## config.mk

```make
export PLATFORM = sky130hd
export DESIGN_NAME = ssh_ctrl
export DESIGN_NICKNAME = d
export VERILOG_FILES = /design/src/rtl/core/ssh_pkg.sv /design/src/rtl/core/ssh_ctrl.sv
export SDC_FILE = /design/constraint.sdc
export NUM_CORES = 1
export LEC_CHECK = 0
export BUFFER_PORTS_ARGS = -buffer_cell sky130_fd_sc_hd__buf_2
export CAP_MARGIN = 10
export CORE_AREA = 2 2 356 358
export CTS_BUF_LIST = sky130_fd_sc_hd__clkbuf_2 sky130_fd_sc_hd__clkbuf_4 sky130_fd_sc_hd__clkbuf_8
export DETAILED_ROUTE_END_ITERATION = 8
export DIE_AREA = 0 0 358 360
export PLACE_DENSITY = 0.49
export SKIP_LAST_GASP = 1
export SYNTH_ARGS = -nofsm -noshare
export SYNTH_HDL_FRONTEND = slang
export SYNTH_SLANG_ARGS = --single-unit
```

## constraint.sdc

```tcl
create_clock -name clk_i -period 32.4 [get_ports clk_i]
set_input_delay 1.62 -clock clk_i [delete_from_list [all_inputs] [get_ports clk_i]]
set_output_delay 1.62 -clock clk_i [all_outputs]
set_load 0.005 [all_outputs]
```

## src/rtl/core/ssh_pkg.sv

```systemverilog
// Package for the space-saving heavy-hitter unit: sizes, command codes,
// the search token that travels along the cell chain, and the entry write bus.
// No dependencies.
`timescale 1ns / 1ps
`default_nettype none

package ssh_pkg;

  localparam int unsigned TableEntries  = 16;
  localparam int unsigned KeyBits       = 64;
  localparam int unsigned CountBits     = 32;

  localparam int unsigned KeyPortBits   = 64;
  localparam int unsigned CountPortBits = 32;
  localparam int unsigned SlotBits      = 4;

  localparam int unsigned IdxBits    = (TableEntries > 1) ? $clog2(TableEntries) : 1;
  localparam int unsigned FillBits   = $clog2(TableEntries + 1);
  localparam int unsigned SelCmpBits = (IdxBits > SlotBits) ? IdxBits : SlotBits;

  typedef logic [IdxBits-1:0]   idx_t;
  typedef logic [FillBits-1:0]  fill_t;
  typedef logic [KeyBits-1:0]   key_t;
  typedef logic [CountBits-1:0] cnt_t;
  typedef logic [SlotBits-1:0]  sel_t;

  typedef enum logic {
    CmdObserve = 1'b0,
    CmdRead    = 1'b1
  } cmd_e;

  typedef struct packed {
    cmd_e cmd;
    key_t key;
    sel_t sel;
    logic found;
    idx_t tgt_idx;
    key_t tgt_key;
    cnt_t tgt_cnt;
    logic min_vld;
    idx_t min_idx;
    key_t min_key;
    cnt_t min_cnt;
  } tok_t;

  typedef struct packed {
    logic en;
    idx_t idx;
    key_t key;
    cnt_t cnt;
  } wr_t;

  function automatic cnt_t sat_inc(cnt_t c);
    cnt_t r;
    r = (c == {CountBits{1'b1}}) ? c : c + cnt_t'(1);
    return r;
  endfunction

endpackage

`default_nettype wire

```

## src/rtl/core/ssh_ctrl.sv

```systemverilog
// Sequencer of the heavy-hitter unit: accepts commands, launches the search
// token, decides the table update and holds the result. Depends on ssh_pkg.
`timescale 1ns / 1ps
`default_nettype none

module ssh_ctrl import ssh_pkg::*; (
  input  wire logic                     clk_i,
  input  wire logic                     rst_ni,
  input  wire logic                     in_valid_i,
  output logic                          in_ready_o,
  input  wire logic                     command_i,
  input  wire logic [KeyPortBits-1:0]   key_i,
  input  wire logic [SlotBits-1:0]      slot_select_i,
  output logic                          launch_vld_o,
  output tok_t                          launch_tok_o,
  input  wire logic                     last_vld_i,
  input  wire tok_t                     last_tok_i,
  output fill_t                         fill_o,
  output wr_t                           wr_o,
  output logic                          out_valid_o,
  input  wire logic                     out_ready_i,
  output logic [SlotBits-1:0]           slot_o,
  output logic [KeyPortBits-1:0]        entry_key_o,
  output logic [CountPortBits-1:0]      entry_count_o,
  output logic                          entry_valid_o,
  output logic                          was_hit_o,
  output logic                          replaced_o,
  output logic [KeyPortBits-1:0]        evicted_key_o,
  output logic [CountPortBits-1:0]      evicted_count_o
);

  typedef enum logic [2:0] {
    StIdle = 3'b001,
    StScan = 3'b010,
    StDone = 3'b100
  } state_e;

  state_e state_q, state_d;
  fill_t  fill_q, fill_d;
  logic   launch_vld_q;
  tok_t   launch_tok_q, launch_tok_d, fin_q;
  logic   out_valid_q, out_valid_d;
  logic   accept, fire;

  idx_t res_idx;
  key_t res_key;
  cnt_t res_cnt;
  logic res_valid, res_hit, res_repl;
  key_t res_evk;
  cnt_t res_evc;

  logic [SlotBits-1:0]      slot_q;
  logic [KeyPortBits-1:0]   entry_key_q, evicted_key_q;
  logic [CountPortBits-1:0] entry_count_q, evicted_count_q;
  logic                     entry_valid_q, was_hit_q, replaced_q;

  assign in_ready_o = state_q == StIdle;
  assign accept     = in_valid_i && in_ready_o;
  assign fire       = (state_q == StDone) && (!out_valid_q || out_ready_i);

  always_comb begin
    launch_tok_d     = '0;
    launch_tok_d.cmd = cmd_e'(command_i);
    launch_tok_d.key = key_i[KeyBits-1:0];
    launch_tok_d.sel = slot_select_i;
  end

  always_comb begin
    res_idx   = fin_q.tgt_idx;
    res_key   = fin_q.tgt_key;
    res_cnt   = fin_q.tgt_cnt;
    res_valid = 1'b1;
    res_hit   = 1'b0;
    res_repl  = 1'b0;
    res_evk   = '0;
    res_evc   = '0;
    wr_o      = '0;
    fill_d    = fill_q;
    unique case (fin_q.cmd)
      CmdRead: begin
        res_idx   = IdxBits'(fin_q.sel);
        res_valid = fin_q.found;
        if (!fin_q.found) begin
          res_key = '0;
          res_cnt = '0;
        end
      end
      CmdObserve: begin
        if (fin_q.found) begin
          res_hit = 1'b1;
          res_cnt = sat_inc(fin_q.tgt_cnt);
        end else if (fill_q < FillBits'(TableEntries)) begin
          res_idx = IdxBits'(fill_q);
          res_key = fin_q.key;
          res_cnt = cnt_t'(1);
          fill_d  = fill_q + fill_t'(1);
        end else begin
          res_idx  = fin_q.min_idx;
          res_key  = fin_q.key;
          res_cnt  = sat_inc(fin_q.min_cnt);
          res_repl = 1'b1;
          res_evk  = fin_q.min_key;
          res_evc  = fin_q.min_cnt;
        end
        wr_o.en  = fire;
        wr_o.idx = res_idx;
        wr_o.key = res_key;
        wr_o.cnt = res_cnt;
      end
      default: ;
    endcase
    if (!fire) begin
      fill_d = fill_q;
    end
  end

  always_comb begin
    state_d = state_q;
    unique case (state_q)
      StIdle: if (accept) state_d = StScan;
      StScan: if (last_vld_i) state_d = StDone;
      StDone: if (fire) state_d = StIdle;
      default: state_d = StIdle;
    endcase
  end

  always_comb begin
    out_valid_d = out_valid_q;
    if (out_ready_i) begin
      out_valid_d = 1'b0;
    end
    if (fire) begin
      out_valid_d = 1'b1;
    end
  end

  always_ff @(posedge clk_i or negedge rst_ni) begin
    if (!rst_ni) begin
      state_q      <= StIdle;
      fill_q       <= '0;
      launch_vld_q <= 1'b0;
      out_valid_q  <= 1'b0;
    end else begin
      state_q      <= state_d;
      fill_q       <= fill_d;
      launch_vld_q <= accept;
      out_valid_q  <= out_valid_d;
    end
  end

  always_ff @(posedge clk_i) begin
    if (accept) begin
      launch_tok_q <= launch_tok_d;
    end
    if ((state_q == StScan) && last_vld_i) begin
      fin_q <= last_tok_i;
    end
    if (fire) begin
      slot_q          <= SlotBits'(res_idx);
      entry_key_q     <= KeyPortBits'(res_key);
      entry_count_q   <= CountPortBits'(res_cnt);
      entry_valid_q   <= res_valid;
      was_hit_q       <= res_hit;
      replaced_q      <= res_repl;
      evicted_key_q   <= KeyPortBits'(res_evk);
      evicted_count_q <= CountPortBits'(res_evc);
    end
  end

  assign launch_vld_o    = launch_vld_q;
  assign launch_tok_o    = launch_tok_q;
  assign fill_o          = fill_q;
  assign out_valid_o     = out_valid_q;
  assign slot_o          = slot_q;
  assign entry_key_o     = entry_key_q;
  assign entry_count_o   = entry_count_q;
  assign entry_valid_o   = entry_valid_q;
  assign was_hit_o       = was_hit_q;
  assign replaced_o      = replaced_q;
  assign evicted_key_o   = evicted_key_q;
  assign evicted_count_o = evicted_count_q;

endmodule

`default_nettype wire

```

==> results_dict.tcl <==
set metrics [dict create \
    status "completed" \
    drive_gt1_share_pct 38.6 \
    max_freq_ghz 0.167 \
    worst_pin_slew_ps 1030 \
    hp-start "fin_q[73]" \
    cts_tree "yes" \
    ff2ff_setup_slack_ps 28770 \
    wl_mm 87.0 \
    holdPathStages 1 \
    io_buffers 720 \
    rsz0062_at_grt "false" \
    ir_drop_v 0.0000336 \
    path_buf_inv 6 \
    instances_no_fill 4072 \
    final_cell_mix "720 x buf_2, 538 x edfxtp_1, 202 x conb_1, 113 x nor2_1, 103 x clkbuf_8" \
    clockBufferDepth 3 \
    timing_hold_violations_final 0 \
    drt.antenna.violating_nets 0 \
    synth-seq-area-share_pct 71.1 \
    intPower_mw 1.28 \
    final_area_um2 30000 \
    final_common_cell "buf_2" \
    fin_tns_setup_ps 0 \
    cp_slowest_cell "mux2i_1" \
    antenna_found_initial 31 \
    numCtsBuffers 101 \
    core_area_um2 125000 \
    root_buffer "clkbuf_8" \
    ctsHtreeMaxLevel 3 \
    clock-sinks 548 \
    setup_viol 0 \
    cts.hold.buffers_added 0 \
    min_path_type "register to register" \
    finalCritPeriodShare_pct 18.5 \
    total_power_mw 1.75 \
    globalRouteTotalUtil_pct 13.1 \
    netlist_instances 1560 \
    power.leakage_nw 11.4 \
    setup.worst_path.end_class "output port" \
    cpMostUsedCell "buf_4" \
    setup.worst_path.class "register to output port" \
    routed.top_layer "met5" \
    die_area_um2 129000 \
    synth_seq_cells 548 \
    path_cells "buf_4 -> nor2b_1 -> buf_4 -> nand2b_2 -> buf_4 -> inv_4 -> buf_4 -> and2_1 -> mux2i_1 -> o311ai_1 -> buf_2" \
    seqPwrFrac_pct 50.7 \
    maxCapViolations 0 \
    fin_util_pct 24.0 \
    yosysUniqueCellTypes 60 \
    vias_per_cell 3.77 \
    clock_power_share_pct 39.0 \
    die_w_um 358 \
    start_util_pct 18.5 \
    path_clk_slew_ps 60 \
    vias 15400 \
    final_nets 2686 \
    first_pass_iters 5 \
    remaining_drc_errors 0 \
    grt_pass1_vias 15400 \
    power.switching_mw 0.462 \
    r2r-end "fin_q[257]" \
    relSlewSlack_pct 31.3 \
    fin_crit_ps 5990 \
    ios 924 \
    r2r_cells 5 \
    dr_wl_met3_mm 10.4 \
    grt_overflow 0 \
    arrival_ps 4370 \
    post-dp-hpwl_mm 66.2 \
    m1WireLength_mm 34.5 \
    cp_data_required_time_ps 30780 \
    clk_latency_ps 780 \
    grt_start_max_net_pins 86 \
    crit_fanout 81 \
    rows 130 \
    max_stage_delay_ps 530 \
    power_density_nw_per_um2 58.2 \
    multi_input_area_um2 5620 \
    die_h_um 360 \
    place.gp.congestion 0.838 \
    report.final.slew_viol_count 0 \
    netlist_area_um2 23100 \
    cp-start-kind "register" \
    cts_resized 0 \
    regArea_um2 16400 \
    swShare_pct 26.5 \
    fillCellCount 13400 \
    postPlaceCellArea_um2 28000 \
    async_reset_ff_share_pct 1.82 \
    fin_skew_ps 42.9 \
    p_comb_share_pct 10.3 \
    cts_setup_buffers 0 \
    crit_family "buffers and inverters" \
    syn_area_per_cell_um2 14.8 \
    reg2reg_from "state_q[1]" \
    synth_ff_type "edfxtp_1" \
    placed_cells 3885 \
    grt_pass1_wl_mm 118 \
    drtIter0Drc 866 \
    wire_per_inst_um 21.4 \
    synth-edff-count 538 \
    wl_met2_mm 39.9 \
    synthToLayoutAreaGrowth_pct 29.9 \
    hold_end "evicted_key_o[41]" \
    yosysWarnings 0 \
]
power groups by stage:
stage	Sequential [mW]	Combinational, mW	Clock (mW)
after CTS	0.885	0.186	0.716
after detailed placement	0.899	0.186	0
after global placement	0.897	0.184	0
final	0.885	0.181	0.681
after global routing	0.890	0.199	0.741
after floorplan	0.924	0.0927	0
registers in the layout, summed over array words and instances, names as in the netlist:
signal	flops
state_q	3
evicted_count_o	32
launch_tok_o	69
entry_key_o	64
out_valid_o	1
launch_vld_o	1
replaced_o	1
entry_valid_o	1
slot_o	4
was_hit_o	1
entry_count_o	32
fill_o	5
fin_q	270
evicted_key_o	64
synthesized netlist by cell type, drive strengths merged, types with 14 or more instances:
master  instances  area [um2]
clkbuf         52         195
buf           220        1610
o21ai          56         284
a22o           64         561
nor2          114         428
xnor2          32         280
inv            14        52.6
nor4           18         168
edfxtp        538       16200
nand2          64         240
xor2           39         342
nand4          29         203
and2           92         576
nor3           19         116
mux2i          83         831
nand3          28         140
stage by stage:
step           hold slack, ps  setup slack (ps)
6_report                  511             26410
5_1_grt                   524             26010
4_1_cts                   515             26050
3_5_place_dp              503             26950
3_3_place_gp              499             27050
2_1_floorplan             495             11340
worst max-delay path by stage:
stage                to  depth (start not counted)  slack, ps  startpoint
3_3_place_gp    wr_o[4]                         11      27050  fin_q[201]
4_1_cts         wr_o[4]                         11      26050  fin_q[201]
5_1_grt         wr_o[4]                         11      26010  fin_q[201]
2_1_floorplan  fin_q[0]                          2      11340  last_vld_i
6_report        wr_o[4]                         11      26410  fin_q[201]
3_5_place_dp    wr_o[4]                         11      26950  fin_q[201]
layout make-up:
| class | count | share of cell area (%) |
|---|---|---|
| sequential | 548 | 54.7 |
| multi-input combinational | 927 | 18.8 |
| timing repair buffer | 746 | 12.7 |
| tap | 1650 | 6.89 |
| clock buffer | 132 | 5.45 |
| clock inverter | 48 | 1.24 |
| inverter | 14 | 0.209 |
| antenna | 7 | 0.0584 |
layer usage:
metal / track usage [%] / vias up
met5: 0 / -
met4: 4.14 / 26
met3: 6.31 / 150
met2: 20.5 / 771
met1: 15.6 / 7470
li1: - / 6942
logic make-up (layout without fill, tap and decap cells):
| group | after synthesis | after routing | share of synthesized area, % |
|---|---|---|---|
| DFF | 548 | 548 | 71.1 |
| and+or+nand+nor | 399 | 399 | 9.30 |
| buffers and inverters | 286 | 940 | 8.03 |
| AOI/OAI and AO/OA | 168 | 168 | 5.07 |
| muxes | 84 | 84 | 3.65 |
| xor gates and xnor gates | 71 | 71 | 2.69 |
| adders and majority gates | 3 | 3 | 0.163 |
| other | 1 | 209 | 0.0162 |
(Power assumes the default switching activity.)
