**config.mk**
```make
export PLATFORM = sky130hd
export DESIGN_NAME = ssh_cell
export DESIGN_NICKNAME = d
export VERILOG_FILES = /design/src/rtl/core/ssh_pkg.sv /design/src/rtl/core/ssh_cell.sv
export SDC_FILE = /design/constraint.sdc
export NUM_CORES = 1
export LEC_CHECK = 0
export BUFFER_PORTS_ARGS = -buffer_cell sky130_fd_sc_hd__buf_4
export CELL_PAD_IN_SITES_DETAIL_PLACEMENT = 0
export CELL_PAD_IN_SITES_GLOBAL_PLACEMENT = 1
export CORE_AREA = 2 2 257 259
export DETAILED_ROUTE_END_ITERATION = 8
export DIE_AREA = 0 0 259 261
export GPL_ROUTABILITY_DRIVEN = 0
export PLACE_DENSITY = 0.46
export SKIP_CTS_REPAIR_TIMING = 1
export SLEW_MARGIN = 10
export SYNTH_ARGS = -nofsm -noshare
export SYNTH_HDL_FRONTEND = slang
export SYNTH_SLANG_ARGS = --single-unit
```
**constraint.sdc**
```tcl
create_clock -name clk_i -period 3.4 [get_ports clk_i]
set_clock_uncertainty 0.05 [all_clocks]
set_input_delay 0.68 -clock clk_i [delete_from_list [all_inputs] [get_ports clk_i]]
set_output_delay 0.68 -clock clk_i [all_outputs]
set_load 0.05 [all_outputs]
```
**src/rtl/core/ssh_pkg.sv**
```systemverilog
// Package for the space-saving heavy-hitter unit: sizes, command codes,
// the search token that travels along the cell chain, and the entry write bus.
// No dependencies.
`timescale 1ns / 1ps
`default_nettype none

package ssh_pkg;

  localparam int unsigned TableEntries  = 16;
  localparam int unsigned KeyBits       = 64;
  localparam int unsigned CountBits     = 32;

  localparam int unsigned KeyPortBits   = 64;
  localparam int unsigned CountPortBits = 32;
  localparam int unsigned SlotBits      = 4;

  localparam int unsigned IdxBits    = (TableEntries > 1) ? $clog2(TableEntries) : 1;
  localparam int unsigned FillBits   = $clog2(TableEntries + 1);
  localparam int unsigned SelCmpBits = (IdxBits > SlotBits) ? IdxBits : SlotBits;

  typedef logic [IdxBits-1:0]   idx_t;
  typedef logic [FillBits-1:0]  fill_t;
  typedef logic [KeyBits-1:0]   key_t;
  typedef logic [CountBits-1:0] cnt_t;
  typedef logic [SlotBits-1:0]  sel_t;

  typedef enum logic {
    CmdObserve = 1'b0,
    CmdRead    = 1'b1
  } cmd_e;

  typedef struct packed {
    cmd_e cmd;
    key_t key;
    sel_t sel;
    logic found;
    idx_t tgt_idx;
    key_t tgt_key;
    cnt_t tgt_cnt;
    logic min_vld;
    idx_t min_idx;
    key_t min_key;
    cnt_t min_cnt;
  } tok_t;

  typedef struct packed {
    logic en;
    idx_t idx;
    key_t key;
    cnt_t cnt;
  } wr_t;

  function automatic cnt_t sat_inc(cnt_t c);
    cnt_t r;
    r = (c == {CountBits{1'b1}}) ? c : c + cnt_t'(1);
    return r;
  endfunction

endpackage

`default_nettype wire

```
**src/rtl/core/ssh_cell.sv**
```systemverilog
// One table slot of the heavy-hitter unit: holds a key and a count, updates
// the passing search token and hands it to the next cell. Depends on ssh_pkg.
`timescale 1ns / 1ps
`default_nettype none

module ssh_cell import ssh_pkg::*; (
  input  wire logic clk_i,
  input  wire logic rst_ni,
  input  wire idx_t idx_i,
  input  wire fill_t fill_i,
  input  wire wr_t  wr_i,
  input  wire logic vld_i,
  input  wire tok_t tok_i,
  output logic      vld_o,
  output tok_t      tok_o
);

  key_t key_q;
  cnt_t cnt_q;
  logic vld_q;
  tok_t tok_q, tok_d;
  logic occ, sel_hit;

  assign occ     = FillBits'(idx_i) < fill_i;
  assign sel_hit = SelCmpBits'(tok_i.sel) == SelCmpBits'(idx_i);

  always_comb begin
    tok_d = tok_i;
    if (occ) begin
      unique case (tok_i.cmd)
        CmdObserve: begin
          if (!tok_i.found && (tok_i.key == key_q)) begin
            tok_d.found   = 1'b1;
            tok_d.tgt_idx = idx_i;
            tok_d.tgt_key = key_q;
            tok_d.tgt_cnt = cnt_q;
          end
          if (!tok_i.min_vld || (cnt_q < tok_i.min_cnt)) begin
            tok_d.min_vld = 1'b1;
            tok_d.min_idx = idx_i;
            tok_d.min_key = key_q;
            tok_d.min_cnt = cnt_q;
          end
        end
        CmdRead: begin
          if (sel_hit) begin
            tok_d.found   = 1'b1;
            tok_d.tgt_idx = idx_i;
            tok_d.tgt_key = key_q;
            tok_d.tgt_cnt = cnt_q;
          end
        end
        default: ;
      endcase
    end
  end

  always_ff @(posedge clk_i or negedge rst_ni) begin
    if (!rst_ni) begin
      vld_q <= 1'b0;
    end else begin
      vld_q <= vld_i;
    end
  end

  always_ff @(posedge clk_i) begin
    tok_q <= tok_d;
    if (wr_i.en && (wr_i.idx == idx_i)) begin
      key_q <= wr_i.key;
      cnt_q <= wr_i.cnt;
    end
  end

  assign vld_o = vld_q;
  assign tok_o = tok_q;

endmodule

`default_nettype wire

```
==> run_summary.xml, run 1 <==
<?xml version="1.0" encoding="UTF-8"?>
<metrics>
  <group name="outcome">
    <metric name="outcome" unit="">completed</metric>
  </group>
  <group name="synth">
    <metric name="synth.top_cell.area_share" unit="%">43.6</metric>
    <metric name="synth.top_cells.by_area" unit="">dfxtp_1, edfxtp_1, mux2_1</metric>
    <metric name="synth.cell_area" unit="mm^2">0.0125</metric>
    <metric name="postSynthRegisterBits" unit="">368</metric>
    <metric name="ys_types" unit="">35</metric>
    <metric name="synth_enable_flop_cells" unit="">96</metric>
    <metric name="synth_largest_area_cell" unit="">dfxtp_1</metric>
    <metric name="synth.top_cells.by_count" unit="">dfxtp_1, mux2_1, mux2_2</metric>
    <metric name="syn_avg_cell_area" unit="um^2">15.2</metric>
    <metric name="synth_fp_nets" unit="">1237</metric>
    <metric name="synth-main-ff-cell" unit="">dfxtp_1</metric>
    <metric name="postSynth.asyncResetShare" unit="%">0.272</metric>
    <metric name="ys_seq_area_share" unit="%">66.9</metric>
    <metric name="count_leader_synth" unit="">dfxtp_1</metric>
    <metric name="synth-warning-count" unit="">0</metric>
    <metric name="gate_count_after_technology_mapping" unit="">819</metric>
  </group>
  <group name="floorplan">
    <metric name="start_util" unit="%">19.2</metric>
    <metric name="placement_rows" unit="">94</metric>
    <metric name="die_y_extent" unit="um">261</metric>
    <metric name="floorplan.die.width" unit="um">259</metric>
    <metric name="placeableCoreArea" unit="mm^2">0.0650</metric>
    <metric name="dieArea" unit="mm^2">0.0676</metric>
    <metric name="ioPinCount" unit="">656</metric>
  </group>
  <group name="pwr">
    <metric name="p_comb_share" unit="%">18.4</metric>
    <metric name="p_int" unit="mW">8.30</metric>
    <metric name="seq_power_share" unit="%">41.9</metric>
    <metric name="power.switching_fraction" unit="%">29.0</metric>
    <metric name="part_of_the_power_in_the_clock_network" unit="%">39.8</metric>
    <metric name="worst_ir_drop_vdd" unit="uV">291</metric>
    <metric name="p_sw" unit="mW">3.39</metric>
    <metric name="cellLeakagePower" unit="nW">8.90</metric>
    <metric name="power_density" unit="mW/mm^2">582</metric>
  </group>
  <group name="route">
    <metric name="routed_wire_length_per_instance" unit="um">21.4</metric>
    <metric name="vias" unit="">9057</metric>
    <metric name="drtAntennaViolNets" unit="">0</metric>
    <metric name="drt-initial-drc-count" unit="">290</metric>
    <metric name="routed_via_density" unit="">3.72</metric>
    <metric name="drt_first_pass_iters" unit="">4</metric>
    <metric name="drt_wl_total" unit="um">52200</metric>
    <metric name="drc_violation_count_after_routing" unit="">0</metric>
  </group>
  <group name="sta">
    <metric name="grt_setup_unrepaired" unit="">no</metric>
    <metric name="fmaxAchievable" unit="GHz">0.333</metric>
    <metric name="final_hold_fails" unit="">0</metric>
    <metric name="relSlewSlack" unit="%">54.0</metric>
    <metric name="drv_slew" unit="">0</metric>
    <metric name="worst_pin_slew" unit="ns">0.684</metric>
    <metric name="timing.final.crit_share" unit="%">88.2</metric>
    <metric name="period_minus_slack" unit="ns">3.00</metric>
    <metric name="setup_viol_count_final" unit="">0</metric>
  </group>
  <group name="global_routing">
    <metric name="global_route.usage.met3" unit="%">4.28</metric>
    <metric name="grt_most_used_layer" unit="">met2</metric>
    <metric name="wire_length_of_the_first_global_routing_pass" unit="um">70900</metric>
    <metric name="via_count_of_the_first_global_routing_pass" unit="">9734</metric>
    <metric name="grt.met2_usage" unit="%">25.7</metric>
    <metric name="grt_start_max_net_pins" unit="">75</metric>
    <metric name="grtUsageTotal" unit="%">14.6</metric>
    <metric name="antenna_violations_before_repair" unit="">8</metric>
    <metric name="gr-total-overflow" unit="">0</metric>
    <metric name="grt.met1_usage" unit="%">17.1</metric>
  </group>
  <group name="setup_path">
    <metric name="endpoint_kind" unit="">flop</metric>
    <metric name="critical_path.most_common_cell" unit="">buf_4</metric>
    <metric name="timing.critical_path.arrival" unit="ns">3.40</metric>
    <metric name="worstSetupStartpointType" unit="">flop</metric>
    <metric name="cp_max_delay_cell" unit="">edfxtp_1</metric>
    <metric name="critical_path.max_fanout" unit="">10</metric>
    <metric name="critical_path_class" unit="">reg2reg</metric>
    <metric name="cp_num_buf_inv" unit="">2</metric>
    <metric name="crit_required" unit="ns">3.80</metric>
    <metric name="cpLargestDelayFamily" unit="">simple AND/OR/NAND/NOR gates</metric>
    <metric name="critical_path_cell_sequence" unit="">ha_1 &gt; nand4_1 &gt; nor4_1 &gt; a22o_1 &gt; or3_1 &gt; a2111oi_4 &gt; buf_4 &gt; buf_4 &gt; mux2_1</metric>
    <metric name="cpPeakStageDelay" unit="ns">0.44</metric>
  </group>
  <group name="flow_run">
    <metric name="cap_viol_max_count" unit="">0</metric>
  </group>
  <group name="placed_design">
    <metric name="dpl.cell_count" unit="">2345</metric>
    <metric name="dpl.hpwl" unit="um">41700</metric>
    <metric name="port_buffers" unit="">655</metric>
  </group>
  <group name="cells_and_area">
    <metric name="final_nets" unit="">1947</metric>
    <metric name="flow.area_growth_from_synthesis" unit="%">61.2</metric>
    <metric name="post_route_cells_drive_above_1_share" unit="%">54.5</metric>
    <metric name="fillCellCount" unit="">6707</metric>
    <metric name="utilization" unit="%">30.9</metric>
    <metric name="stdcell_count" unit="">2434</metric>
  </group>
  <group name="hold_path">
    <metric name="worstHoldPathType" unit="">in2reg</metric>
  </group>
  <group name="cts">
    <metric name="ctsRootBufferMaster" unit="">clkbuf_16</metric>
    <metric name="cts_buffer_depth" unit="">3</metric>
    <metric name="clk-insertion-delay-late" unit="ns">0.59</metric>
    <metric name="cts_tree" unit="">done</metric>
    <metric name="clock_sink_count" unit="">368</metric>
    <metric name="htree_num_levels" unit="">2</metric>
    <metric name="cts.clk_slew.worst_paths" unit="ns">0.06</metric>
    <metric name="cts_buf_count" unit="">45</metric>
  </group>
</metrics>
sequential cells by signal, indices dropped and copies added, names as in the netlist:
register / flops
vld_o: 1
key_q: 64
cnt_q: 32
tok_o: 271
worst reg2reg max path, cell delays in order, from the launching register on:
cell,delay [ns]
edfxtp_1,0.44
ha_1,0.34
nand4_1,0.17
nor4_1,0.11
a22o_1,0.21
or3_1,0.35
a2111oi_4,0.38
buf_4,0.29
buf_4,0.22
mux2_1,0.34
final cells by class:
type / instances / area, um^2 / area share [%]
sequential: 368 / 8330 / 41.5
tap: 864 / 1080 / 5.38
antenna: 4 / 10.0 / 0.0498
clock buffer: 66 / 1280 / 6.35
timing repair buffer: 684 / 5200 / 25.9
multi-input combinational: 393 / 3900 / 19.4
clock inverter: 18 / 141 / 0.704
inverter: 37 / 139 / 0.692
stage by stage:
| step | setup slack (ns) | TNS [ns] | total power [mW] | hold slack, ns | area, um^2 |
|---|---|---|---|---|---|
| 6_report | 0.400 | 0 | 11.7 | 0.159 | 20100 |
| 5_1_grt | 0.0723 | 0 | 12.2 | 0.125 | 20100 |
| 4_1_cts | 0.316 | 0 | 11.9 | -0.226 | 20100 |
| 3_5_place_dp | -0.0324 | -0.601 | 7.16 | 0.406 | 18600 |
| 3_3_place_gp | -0.0350 | -2.08 | 7.16 | 0.405 | 18600 |
| 2_1_floorplan | -1.09 | -105.00 | 6.17 | 0.334 | 12500 |
layer usage:
layer | part of all wire (%) | vias to the layer above
li1 | - | 4339
met2 | 51 | 331
met5 | 0.069 | -
met3 | 6.9 | 70
met4 | 2.2 | 6
met1 | 40 | 4311
cells in the final DEF (no fill, tap or decap), types with 4 or more instances in the layout:
cell type and instances:
buf_4 678, dfxtp_1 271, mux2_2 100, mux2_1 100, edfxtp_1 96, xor2_1 60
clkbuf_16 46, inv_1 37, ha_1 34, nor4_1 15, clkbuf_1 15, a21oi_1 14
nand4_1 11, clkinv_2 11, xnor2_1 10, nand2_1 8, nor2_1 5, nor3_1 5
o21ai_0 5, clkbuf_8 5, buf_12 5, diode_2 4, nand3_1 4
power by group through the flow:
stage               Combinational, mW  Sequential [mW]  Clock (mW)
detailed placement               2.18             4.99           0
global placement                 2.17             4.99           0
finish                           2.15             4.89        4.64
floorplan                       0.364             5.80           0
CTS                              2.18             4.90        4.85
global route                     2.25             4.92        4.99
worst paths after layout:
| path | start | end | slack, ns | depth (start not counted) |
|---|---|---|---|---|
| setup reg to reg | cnt_q[31] | tok_o[25] | 0.40 | 9 |
| min in group asynchronous | rst_ni | vld_o | 0.37 | 2 |
| hold / removal | vld_i | vld_o | 0.16 | 1 |
| max in group asynchronous | rst_ni | vld_o | 2.85 | 2 |
| setup / recovery | cnt_q[31] | tok_o[25] | 0.40 | 9 |
| hold reg to reg | cnt_q[2] | tok_o[2] | 0.48 | 1 |
cell families after synthesis:
group	synth area share, %
adders and majority gates	3.42
buffers and inverters	2.35
xor gates and xnor gates	5.06
and+or+nand+nor	2.41
AOI/OAI and AO/OA	1.79
DFF	66.9
muxes	18.1
No activity file was read; power rests on OpenSTA's default activity.
==> run 2, diff against run 1 <==
Clock period 3.4 ns to 2.9 ns, I/O delays scaled along.
==> run_summary.xml, run 2 (synthesized netlist as in run 1, its figures left out) <==
<?xml version="1.0" encoding="UTF-8"?>
<metrics>
  <group name="outcome">
    <metric name="outcome" unit="">completed</metric>
  </group>
  <group name="floorplan">
    <metric name="ioPinCount" unit="">656</metric>
    <metric name="start_util" unit="%">19.2</metric>
    <metric name="dieArea" unit="mm^2">0.0676</metric>
    <metric name="floorplan.die.width" unit="um">259</metric>
    <metric name="die_y_extent" unit="um">261</metric>
    <metric name="placement_rows" unit="">94</metric>
    <metric name="placeableCoreArea" unit="mm^2">0.0650</metric>
  </group>
  <group name="placed_design">
    <metric name="place_worst_setup_slack" unit="ns">-0.902</metric>
    <metric name="placedInstanceArea" unit="mm^2">0.0196</metric>
    <metric name="dpl.cell_count" unit="">2392</metric>
    <metric name="port_buffers" unit="">655</metric>
    <metric name="dpl.hpwl" unit="um">41500</metric>
  </group>
  <group name="hold_path">
    <metric name="worstHoldPathType" unit="">in2reg</metric>
    <metric name="whs_path_depth" unit="">1</metric>
  </group>
  <group name="cells_and_area">
    <metric name="flow.area_growth_from_synthesis" unit="%">74.2</metric>
    <metric name="area_occupied_by_multi_input_gates" unit="mm^2">0.00460</metric>
    <metric name="largest_reg_flops" unit="">271</metric>
    <metric name="post_route_cell_area" unit="mm^2">0.0217</metric>
    <metric name="post_route_cells_drive_above_1_share" unit="%">65.9</metric>
    <metric name="stdcell_count" unit="">2507</metric>
    <metric name="final_common_cell" unit="">buf_4</metric>
    <metric name="final_nets" unit="">2021</metric>
    <metric name="most-common-layout-cells" unit="">buf_4, dfxtp_1, mux2_2, mux2_4, edfxtp_1</metric>
    <metric name="fillCellCount" unit="">6552</metric>
    <metric name="layout.area.seq" unit="mm^2">0.00833</metric>
  </group>
  <group name="sta">
    <metric name="setup_viol_count_final" unit="">0</metric>
    <metric name="timing.final.crit_share" unit="%">98.3</metric>
    <metric name="totalNegativeSetupSlack" unit="ns">0</metric>
    <metric name="grt_setup_unrepaired" unit="">yes</metric>
    <metric name="drv_slew" unit="">0</metric>
    <metric name="worst_pin_slew" unit="ns">0.461</metric>
    <metric name="final_hold_fails" unit="">0</metric>
    <metric name="layout_setup_ws" unit="ns">0.0502</metric>
    <metric name="fmaxAchievable" unit="GHz">0.351</metric>
    <metric name="relSlewSlack" unit="%">69.0</metric>
    <metric name="period_minus_slack" unit="ns">2.85</metric>
  </group>
  <group name="pwr">
    <metric name="worst_ir_drop_vdd" unit="uV">361</metric>
    <metric name="overall_power" unit="mW">14.3</metric>
    <metric name="cellLeakagePower" unit="nW">9.77</metric>
    <metric name="power_density" unit="mW/mm^2">659</metric>
  </group>
  <group name="global_routing">
    <metric name="via_count_of_the_first_global_routing_pass" unit="">9865</metric>
    <metric name="gr-total-overflow" unit="">0</metric>
    <metric name="grtUsageTotal" unit="%">14.5</metric>
    <metric name="antenna_violations_before_repair" unit="">8</metric>
    <metric name="grt_start_max_net_pins" unit="">51</metric>
    <metric name="wire_length_of_the_first_global_routing_pass" unit="um">69900</metric>
  </group>
  <group name="cts">
    <metric name="htree_num_levels" unit="">2</metric>
    <metric name="clock_sink_count" unit="">368</metric>
    <metric name="cts.clk_slew.worst_paths" unit="ns">0.06</metric>
    <metric name="cts_tree" unit="">done</metric>
    <metric name="clk-insertion-delay-late" unit="ns">0.57</metric>
    <metric name="cts_buf_count" unit="">45</metric>
    <metric name="cts_buffer_depth" unit="">3</metric>
    <metric name="ctsRootBufferMaster" unit="">clkbuf_16</metric>
  </group>
  <group name="setup_path">
    <metric name="crit_required" unit="ns">3.30</metric>
    <metric name="timing.critical_path.arrival" unit="ns">3.25</metric>
    <metric name="number_of_cell_instances_on_the_worst_register_to_register_path" unit="">11</metric>
    <metric name="critical_path_class" unit="">reg2reg</metric>
    <metric name="worstSetupStartpointType" unit="">flop</metric>
    <metric name="critical_path.max_fanout" unit="">8</metric>
    <metric name="endpoint_kind" unit="">flop</metric>
  </group>
  <group name="route">
    <metric name="routed_via_density" unit="">3.72</metric>
    <metric name="drt_first_pass_iters" unit="">6</metric>
    <metric name="routed_wire_length_per_instance" unit="um">21.3</metric>
    <metric name="drtAntennaViolNets" unit="">0</metric>
    <metric name="drc_violation_count_after_routing" unit="">0</metric>
    <metric name="drt_wl_total" unit="um">53400</metric>
    <metric name="vias" unit="">9326</metric>
    <metric name="drt-initial-drc-count" unit="">231</metric>
  </group>
  <group name="flow_run">
    <metric name="cap_viol_max_count" unit="">0</metric>
  </group>
</metrics>
[run 2: changes by cell type in the layout (fill, tap and decap cells not counted), sizes merged]
cell	change
buf	+67
clkbuf	+7
clkinv	-4
bufinv	+2
inv	+1
[run 2: final timing paths]
check,startpoint,endpoint,slack (ns)
worst max-delay path,cnt_q[31],tok_o[27],0.05
worst min-delay path,vld_i,vld_o,0.07
worst max register to register,cnt_q[31],tok_o[27],0.05
worst min register to register,cnt_q[0],tok_o[0],0.48
max in group asynchronous,rst_ni,vld_o,2.43
min in group asynchronous,rst_ni,vld_o,0.28
[run 2: per-stage QoR]
stage | util, % | hold WS [ns]
2_1_floorplan | - | 0.234
3_3_place_gp | 30.1 | 0.307
3_5_place_dp | 30.1 | 0.309
4_1_cts | 32.4 | -0.315
5_1_grt | 33.4 | 0.0330
6_report | 33.4 | 0.0739
[run 2: cell type report]
type,instances,area share (%)
Clock buffer,66,6.16
Sequential cell,368,38.4
Tap cell,864,4.98
Antenna cell,4,0.0461
Multi-Input combinational cell,393,21.2
Timing Repair Buffer,758,27.7
Inverter,37,0.721
Clock inverter,17,0.778
[run 2: layer usage]
layer / vias to the layer above / GRT usage, % / part of all wire (%)
met4: 10 / 3.90 / 1.9
met5: - / 0 / 0.12
met2: 401 / 26.9 / 52
met3: 66 / 6.61 / 10
met1: 4364 / 14.6 / 36
li1: 4485 / - / -
[run 2: critical path: stages, from the launching register on]
cell and delay, ns:
edfxtp_1 0.43, ha_4 0.26, nand4_1 0.15, buf_4 0.13, buf_4 0.09, a21oi_1 0.04, or3_4 0.41, a2111oi_4 0.31
buf_6 0.18, buf_12 0.17, clkbuf_16 0.20, mux2_4 0.30
[run 2: power breakdown]
| part | internal [mW] | switching [mW] | total [mW] | leakage (nW) |
|---|---|---|---|---|
| logic | 1.22 | 1.62 | 2.84 | 5.86 |
| registers | 5.60 | 0.130 | 5.73 | 3.17 |
| clock network | 3.46 | 2.26 | 5.72 | 0.751 |
==> run 3, diff against run 2 <==
Settings changed: PLACE_DENSITY 0.46 to 0.48.
Clock period 2.9 ns to 2.6 ns, I/O delays scaled along.
==> run_summary.xml, run 3 (synthesized netlist as in run 1, its figures left out) <==
<?xml version="1.0" encoding="UTF-8"?>
<metrics>
  <group name="outcome">
    <metric name="outcome" unit="">finished with violations</metric>
    <metric name="failed_checks" unit="">negative setup slack</metric>
  </group>
  <group name="flow_run">
    <metric name="cap_viol_max_count" unit="">0</metric>
  </group>
  <group name="cts">
    <metric name="cts_buffer_depth" unit="">3</metric>
    <metric name="clock_sink_count" unit="">368</metric>
    <metric name="cts_buf_count" unit="">45</metric>
    <metric name="clk-insertion-delay-late" unit="ns">0.58</metric>
    <metric name="htree_num_levels" unit="">2</metric>
    <metric name="cts_tree" unit="">done</metric>
    <metric name="cts.clk_slew.worst_paths" unit="ns">0.06</metric>
    <metric name="ctsRootBufferMaster" unit="">clkbuf_16</metric>
  </group>
  <group name="pwr">
    <metric name="cellLeakagePower" unit="nW">10.1</metric>
    <metric name="power_density" unit="mW/mm^2">713</metric>
    <metric name="worst_ir_drop_vdd" unit="uV">448</metric>
  </group>
  <group name="sta">
    <metric name="period_minus_slack" unit="ns">2.94</metric>
    <metric name="grt_setup_unrepaired" unit="">yes</metric>
    <metric name="worst_pin_slew" unit="ns">0.422</metric>
    <metric name="drv_slew" unit="">0</metric>
    <metric name="fmaxAchievable" unit="GHz">0.340</metric>
    <metric name="layout_setup_ws" unit="ns">-0.339</metric>
    <metric name="setup_viol_count_final" unit="">200</metric>
    <metric name="timing.final.crit_share" unit="%">113</metric>
    <metric name="final_hold_fails" unit="">0</metric>
    <metric name="relSlewSlack" unit="%">71.8</metric>
  </group>
  <group name="floorplan">
    <metric name="ioPinCount" unit="">656</metric>
    <metric name="die_y_extent" unit="um">261</metric>
    <metric name="placement_rows" unit="">94</metric>
    <metric name="placeableCoreArea" unit="mm^2">0.0650</metric>
    <metric name="dieArea" unit="mm^2">0.0676</metric>
    <metric name="floorplan.die.width" unit="um">259</metric>
    <metric name="start_util" unit="%">19.2</metric>
  </group>
  <group name="route">
    <metric name="top_layer" unit="">met5</metric>
    <metric name="routed_wire_length_per_instance" unit="um">21.0</metric>
    <metric name="drc_violation_count_after_routing" unit="">0</metric>
    <metric name="wl_met2" unit="um">27900</metric>
    <metric name="wirelength_met1" unit="um">19700</metric>
    <metric name="drt_first_pass_iters" unit="">4</metric>
    <metric name="routed_via_density" unit="">3.74</metric>
    <metric name="detailroute.wirelength.met3" unit="um">5350</metric>
    <metric name="vias" unit="">9667</metric>
    <metric name="drt_wl_total" unit="um">54200</metric>
    <metric name="drt-initial-drc-count" unit="">221</metric>
    <metric name="drtAntennaViolNets" unit="">0</metric>
  </group>
  <group name="global_routing">
    <metric name="gr-total-overflow" unit="">0</metric>
    <metric name="antenna_violations_before_repair" unit="">6</metric>
    <metric name="grt_start_max_net_pins" unit="">51</metric>
    <metric name="via_count_of_the_first_global_routing_pass" unit="">10259</metric>
    <metric name="grtUsageTotal" unit="%">14.6</metric>
    <metric name="wire_length_of_the_first_global_routing_pass" unit="um">71200</metric>
  </group>
  <group name="placed_design">
    <metric name="dpl.cell_count" unit="">2426</metric>
    <metric name="dpl.hpwl" unit="um">42400</metric>
    <metric name="port_buffers" unit="">655</metric>
  </group>
  <group name="setup_path">
    <metric name="endpoint_kind" unit="">flop</metric>
    <metric name="number_of_cell_instances_on_the_worst_register_to_register_path" unit="">10</metric>
    <metric name="cp_max_delay_cell" unit="">a2111o_1</metric>
    <metric name="critical_path_cell_sequence" unit="">ha_1 &gt; a2111o_1 &gt; a311oi_4 &gt; buf_4 &gt; a21oi_4 &gt; a2111oi_4 &gt; buf_6 &gt; buf_12 &gt; buf_16 &gt; mux2_4</metric>
    <metric name="timing.critical_path.arrival" unit="ns">3.34</metric>
    <metric name="critical_path_class" unit="">reg2reg</metric>
    <metric name="crit_required" unit="ns">3.00</metric>
    <metric name="cpPeakStageDelay" unit="ns">0.43</metric>
    <metric name="critical_path.max_fanout" unit="">11</metric>
    <metric name="worstSetupStartpointType" unit="">flop</metric>
  </group>
  <group name="cells_and_area">
    <metric name="flow.area_growth_from_synthesis" unit="%">80.2</metric>
    <metric name="largest_reg_flops" unit="">271</metric>
    <metric name="post_route_cells_drive_above_1_share" unit="%">64.4</metric>
    <metric name="utilization" unit="%">34.5</metric>
    <metric name="stdcell_count" unit="">2582</metric>
    <metric name="final_common_cell" unit="">buf_4</metric>
    <metric name="final_nets" unit="">2096</metric>
    <metric name="most-common-layout-cells" unit="">buf_4, dfxtp_1, mux2_2, mux2_4, edfxtp_1</metric>
  </group>
  <group name="hold_path">
    <metric name="whs_path_depth" unit="">1</metric>
    <metric name="worstHoldPathType" unit="">in2reg</metric>
  </group>
</metrics>
==> run 3: cell count changes in the layout (fill, tap and decap cells not counted), moves of 6 or more <==
cell	before	now
buf_4	733	751
buf_6	3	9
clkbuf_16	53	59
clkbuf_8	11	4
dlygate4sd3_1	1	51
==> run 3: stage by stage <==
stage                     TNS [ns]  worst slack [ns]  cell area [um^2]  total power [mW]  hold slack (ns)
after floorplan            -201.63             -1.73             13100              8.24            0.174
after global placement     -195.69             -1.06             19900              9.60            0.246
after detailed placement   -195.22             -1.03             19900              9.61            0.246
after CTS                  -150.38            -0.814             21400              16.1           -0.383
after global routing        -68.05            -0.436             22500              16.7         0.000299
final                       -45.40            -0.339             22500              16.0           0.0338
==> run 3: final timing paths <==
check,startpoint,end,slack [ns]
setup / recovery,cnt_q[1],tok_o[49],-0.34
hold / removal,tok_i[214],tok_o[214],0.03
setup reg to reg,cnt_q[1],tok_o[49],-0.34
hold reg to reg,key_q[20],tok_o[52],0.50
max in group asynchronous,rst_ni,vld_o,2.21
min in group asynchronous,rst_ni,vld_o,0.21
==> run 3: power by group <==
part / total, mW / switching, mW / leakage, nW / internal [mW]
sequential: 6.39 / 0.143 / 3.17 / 6.25
combinational: 3.24 / 1.83 / 6.23 / 1.41
clock: 6.37 / 2.56 / 0.743 / 3.81
==> run 3: area by class of cell <==
| cell class | instances | area (um^2) |
|---|---|---|
| sequential | 368 | 8330 |
| clock buffer | 66 | 1350 |
| multi-input combinational | 393 | 4620 |
| timing repair buffer | 833 | 6750 |
| antenna | 3 | 7.51 |
| tap | 864 | 1080 |
| clock inverter | 18 | 155 |
| fill | 6530 | 42600 |
| inverter | 37 | 156 |
==> run 3: critical path, delay by kind of cell (launching register included) <==
kind                       cells  cell delay [ns]
muxes                          1             0.31
adders and majority gates      1             0.28
buffers and inverters          4             0.70
AOI/OAI and AO/OA              4             1.06
DFF                            1             0.40
==> run 3: per-layer routing <==
layer	global-route usage [%]	vias up
met4	4.90	4
met5	0	-
met1	15.0	4541
met3	6.44	78
met2	26.5	401
li1	-	4643
